### src/cfa_ram.sv
`default_nettype none
module cfa_ram #(
  parameter int WIDTH = 8,
  parameter int DEPTH = 16
) (
  input  wire logic                     clk,
  input  wire logic                     we,
  input  wire logic [$clog2(DEPTH)-1:0] waddr,
  input  wire logic [WIDTH-1:0]         wdata,
  input  wire logic                     re,
  input  wire logic [$clog2(DEPTH)-1:0] raddr,
  output logic      [WIDTH-1:0]         rdata
);

  logic [WIDTH-1:0] mem [DEPTH];
  logic [WIDTH-1:0] rdata_r;

  always_ff @(posedge clk) begin
    if (we) begin
      mem[waddr] <= wdata;
    end
    if (re) begin
      rdata_r <= mem[raddr];
    end
  end

  assign rdata = rdata_r;

endmodule
`default_nettype wire

### config.mk
export PLATFORM = sky130hd
export DESIGN_NAME = cfa_ram
export DESIGN_NICKNAME = d
export VERILOG_FILES = /design/src/cfa_ram.sv
export SDC_FILE = /design/constraint.sdc
export NUM_CORES = 1
export LEC_CHECK = 0
export BUFFER_PORTS_ARGS = -buffer_cell sky130_fd_sc_hd__buf_4
export CAP_MARGIN = 20
export CORE_MARGIN = 2
export CORE_UTILIZATION = 25
export DETAILED_ROUTE_END_ITERATION = 10
export PLACE_DENSITY_LB_ADDON = 0.08
export RECOVER_POWER = 50
export SLEW_MARGIN = 20
export SYNTH_ARGS = -nofsm -noshare
export SYNTH_HDL_FRONTEND = slang
export SYNTH_SLANG_ARGS = --single-unit
### constraint.sdc
create_clock -name clk -period 2.1 [get_ports clk]
set_input_delay 0.315 -clock clk [delete_from_list [all_inputs] [get_ports clk]]
set_output_delay 0.315 -clock clk [all_outputs]
set_load 0.05 [all_outputs]
==> results of run 1 <==
through the flow:
stage / cell area, µm² / hold slack (ps) / std cells
after CTS: 6380 / 210 / 568
after global placement: 5880 / 647 / 539
final: 6340 / 441 / 568
after detailed placement: 5880 / 645 / 539
after global routing: 6340 / 455 / 568
after floorplan: 5230 / 414 / 229
state kept, by name (all words and copies together) (netlist names):
register and cells:
mem 128, rdata 8
cell families (layout without fill, tap and decap cells):
group	after synthesis	count (layout)	share of synthesized area, %
buf+inv	10	79	1.65
compound gates	16	16	2.30
flops	136	136	78.1
mux	32	32	14.8
simple gates	35	35	3.14
cells in the mapped netlist:
master             n  share of area, %
nor2b_1            1              0.12
mux4_1            14               7.0
nand3b_1           2              0.29
a22oi_1           16               2.3
nor3_1             4              0.38
nor2_1            13              0.93
clkdlybuf4s25_2    3              0.57
nand2_1            9              0.65
and2_1             1              0.12
buf_4              1              0.14
or3b_2             1              0.17
edfxtp_1         136                78
nand2b_1           2              0.24
and2b_1            1              0.14
buf_2              3              0.29
nand3_1            1             0.096
mux4_2            18               7.8
buf_6              3              0.65
power breakdown:
group	internal (mW)	switching, mW	total (mW)
sequential	3.06	0.0165	3.08
combinational	0.133	0.222	0.355
clock	1.58	1.01	2.58
total	4.77	1.24	6.02
metal layers:
layer	wire length [µm]	up-vias	part of all wire, %
li1	-	1097	-
met5	0	-	0
met2	5590	47	45
met3	460	2	3.7
met4	62	0	0.50
met1	6220	1329	50
worst max-delay path: stages, from the launching register on:
cell and delay [ps]:
edfxtp_1 370, mux4_1 510, a22oi_1 330, nand2_1 110
final timing paths:
| path | slack [ps] | to | start | cells past startpoint |
|---|---|---|---|---|
| worst max-delay path | 520 | rdata[5] | mem[2][5] | 3 |
| worst min-delay path | 440 | mem[0][6] | wdata[6] | 1 |
| worst max register to register | 520 | rdata[5] | mem[2][5] | 3 |
| worst min register to register | 750 | rdata[4] | mem[13][4] | 3 |
final cells by class:
type	instances	area share (%)
Clock buffer	21	6.95
Clock inverter	8	0.928
Multi-Input combinational cell	83	16.7
Tap cell	270	5.33
Sequential cell	136	64.4
Timing Repair Buffer	50	5.67
==> out/qor.yml, run 1 <==
finish:
  layout-drive-gt1-share_pct: 26.2
  register_area_um2: 4080
  fillers: 1968
  fin_nets: 307
  synthToLayoutAreaGrowth_pct: 21.2
  multiInputGateArea_um2: 1060
  layout_common_cells: "edfxtp_1 (136), buf_4 (37), mux4_2 (18), clkbuf_16 (17), a22oi_1 (16)"
  layout_commonest_cell: "edfxtp_1"
  fin_util_pct: 31.1
  n_antenna_cell: 0
placed_design:
  dp_hpwl_um: 8070
  port_buffers: 26
  gp_congestion: 0.747
  pre_cts_slack_ps: 161
die:
  initial_core_util_pct: 25.7
  coreArea_um2: 20400
  ioPinCount: 27
  die_h_um: 149
  fp-row-count: 52
  dieArea_um2: 22100
  die_x_um: 149
detailed_routing:
  viasPerCell: 4.36
  vias: 2475
  drt-wirelength-per-cell_um: 21.7
  first_pass_iters: 4
  drc: 0
  routed_wl_um: 12300
  ant_nets: 0
  drt-initial-drc-count: 200
global_routing:
  grt_util_all_layers_pct: 12.1
  grt_pass1_wl_um: 18300
  grt_overflow_total: 0
  use_met2_pct: 17.6
  grt_use_met1_pct: 17.5
  antenna_found_initial: 0
  grt_max_degree: 20
  first_global_vias: 2617
  top_usage_layer: "met2"
  grtUsageMet3_pct: 3.28
clock_network:
  clk_pin_slew_ps: 60
  cts-htree-levels: 4
  ctsResizeCount: 0
  hold_buffers: 0
  clk_path_buf_depth: 2
  tritoncts.num_buffers: 17
  insertion_delay_ps: 410
  cts_sinks: 136
  root_buffer: "clkbuf_16"
  post-cts-setup-buffers: 0
  tritoncts: "built"
timing:
  slew_headroom_pct: 51.5
  finClkSkew_ps: 5.71
  rsz0062_at_grt: "false"
  drv_slew: 0
  hold_viol: 0
  layout_setup_ws_ps: 525
  fin_crit_sh_pct: 75.0
  clock.fmax_ghz: 0.635
  min_period_ps: 1580
  worst_pin_slew_ps: 727
  tns_ps: 0
  setup_viol: 0
power_and_ir_drop:
  p_per_area_nw_per_um2: 950
  peakVddDrop_uv: 580
  p_leak_nw: 2.07
  finalPower_mw: 6.02
synth:
  yosys_register_bits: 136
  yosysUniqueCellTypes: 18
  syn_avg_cell_area_um2: 22.8
  synthesis.area_um2: 5230
  yosysSeqAreaShare_pct: 78.1
  syn_inst: 229
  synthesis.nets: 248
  yosys_warnings: 0
run:
  drv_cap: 0
status:
  status: "complete, no violations"
worst_setup_path:
  cp_max_fo: 1
  end_kind: "flop"
  cp.arrival_ps: 1720
  required_ps: 2250
  path_class: "flop to flop"
  cp-start-kind: "flop"
hold_path:
  hold_class: "primary input to flop"
Note: power is estimated with default switching activity, not from simulation.
==> run 2, diff against run 1 <==
==> constraint.sdc (replaced) <==
create_clock -name clk -period 1.45 [get_ports clk]
set_input_delay 0.2175 -clock clk [delete_from_list [all_inputs] [get_ports clk]]
set_output_delay 0.2175 -clock clk [all_outputs]
set_load 0.05 [all_outputs]
==> run 2 against run 1 <==
Against the previous run: global-route usage fell by 0.49 points; final cell count rose by 1.6%; clock skew barely moved; count of clock-buffer cells in the layout fell by 4; register-to-register slack got worse by 470 ps; first-iteration DRC count fell by 27%; wire length fell by 4.9%; non-clock buffer count rose by 6; utilization rose by 1.4 points.
==> out/qor.yml, run 2 (synthesized netlist as in run 1, its figures left out) <==
worst_setup_path:
  crit_slowest_cell: "mux4_2"
  cp-startpoint: "mem[0][7]"
  end_kind: "flop"
  cp_cell_sequence: "mux4_2, a22oi_2, nand2_1"
  required_ps: 1610
  path_class: "flop to flop"
  max_stage_delay_ps: 470
  cp.arrival_ps: 1560
  cp_max_fo: 1
  cp-start-kind: "flop"
  r2r_start: "mem[0][7]"
timing:
  finClkSkew_ps: 5.79
  slew_headroom_pct: 28.3
  layout_setup_ws_ps: 53.4
  fin_crit_sh_pct: 96.3
  setup_viol: 0
  tns_ps: 0
  clock.fmax_ghz: 0.716
  rsz0062_at_grt: "true"
  drv_slew: 0
  worst_pin_slew_ps: 1070
  hold_viol: 0
  min_period_ps: 1400
  holdWs_ps: 297
detailed_routing:
  drt-initial-drc-count: 146
  drt-wirelength-per-cell_um: 20.3
  drc: 0
  routed_wl_um: 11700
  viasPerCell: 4.29
  vias: 2477
  ant_nets: 0
  first_pass_iters: 4
global_routing:
  first_global_vias: 2751
  grt_max_degree: 17
  antenna_found_initial: 0
  grt_overflow_total: 0
  grt_pass1_wl_um: 17700
  grt_util_all_layers_pct: 11.6
die:
  ioPinCount: 27
  initial_core_util_pct: 25.7
  fp-row-count: 52
  coreArea_um2: 20400
  die_x_um: 149
  die_h_um: 149
  dieArea_um2: 22100
placed_design:
  pre_cts_slack_ps: -333
  gp_congestion: 0.658
  dp_cells: 545
  dp_hpwl_um: 7760
  placed_area_um2: 5940
  port_buffers: 26
clock_network:
  insertion_delay_ps: 420
  root_buffer: "clkbuf_16"
  tritoncts: "built"
  clk_path_buf_depth: 2
  cts-htree-levels: 4
  tritoncts.num_buffers: 17
  cts_sinks: 136
  post-cts-setup-buffers: 0
  hold_buffers: 0
  clk_pin_slew_ps: 60
finish:
  largest_register_ffs: 128
  layout-drive-gt1-share_pct: 37.5
  fin_cells: 577
  fillers: 1948
  design_area_um2: 6610
  n_antenna_cell: 0
  layout_common_cells: "edfxtp_1 (136), buf_4 (40), mux4_2 (27), clkbuf_16 (17), nor2_1 (13)"
  layout_commonest_cell: "edfxtp_1"
  fin_nets: 313
  synthToLayoutAreaGrowth_pct: 26.5
  regMostFlops: "mem"
power_and_ir_drop:
  swShare_pct: 20.3
  p_per_area_nw_per_um2: 1500
  p_leak_nw: 2.16
  peakVddDrop_uv: 531
  intPower_mw: 7.89
  p_seq_share_pct: 45.0
  comb_power_share_pct: 5.5
  power_switching_mw: 2.01
  clockPowerShare_pct: 49.5
hold_path:
  hold_class: "primary input to flop"
  hold_start: "waddr[1]"
run:
  drv_cap: 0
status:
  status: "complete, no violations"
-- run 2: cell types whose count changed in the layout (fill, tap and decap cells not counted), moves of 3 or more --
cell / change
buf_4: +3
clkinv_1: -5
a22oi_2: +9
buf_12: +3
mux4_2: +9
bufinv_16: +5
mux4_1: -9
clkinv_4: +5
a22oi_1: -9
clkbuf_1: -4
-- run 2: worst paths after layout --
check	to	slack, ps	cells after the start
max	rdata[7]	50	3
min	mem[0][3]	300	3
max reg2reg	rdata[7]	50	3
min reg2reg	rdata[1]	730	3
-- run 2: critical path: cells and delay by family, from the launching register on --
family             cells  cell delay, ps
muxes                  1             470
and+or+nand+nor        1              90
AOI/OAI and AO/OA      1             220
DFF                    1             370
-- run 2: per-stage QoR --
| stage | utilization, % | power [mW] |
|---|---|---|
| floorplan | - | 4.83 |
| global placement | 29.2 | 5.10 |
| detailed placement | 29.2 | 5.10 |
| CTS | 32.6 | 10.0 |
| global route | 32.5 | 10.2 |
| finish | 32.5 | 9.90 |
-- run 2: metal layers --
metal / track usage (%) / vias up / part of all wire (%)
met5: 0 / - / 0
met4: 4.71 / 0 / 1.8
met3: 3.16 / 14 / 3.8
met2: 18.0 / 49 / 48
met1: 15.4 / 1313 / 46
li1: - / 1101 / -
-- run 2: power groups by stage --
stage          Sequential [mW]  Combinational (mW)  Clock, mW
2_1_floorplan             4.60               0.232          0
3_3_place_gp              4.54               0.556          0
5_1_grt                   4.46               0.593       5.15
4_1_cts                   4.46               0.567       5.00
6_report                  4.46               0.542       4.90
3_5_place_dp              4.54               0.558          0
-- run 2: final cells by class --
cell class	count	area, µm²	share of cell area (%)
clock buffers	17	425	6.43
clock inverters	15	250	3.78
multi-input cells	83	1070	16.2
flip-flops and latches	136	4080	61.8
well taps	270	338	5.11
repair buffers	56	442	6.68
-- run 2: what timing repair did --
item,in CTS,in global routing
endpoints found under the setup margin,5,6
gates resized for setup,5,6
pin swaps,2,3
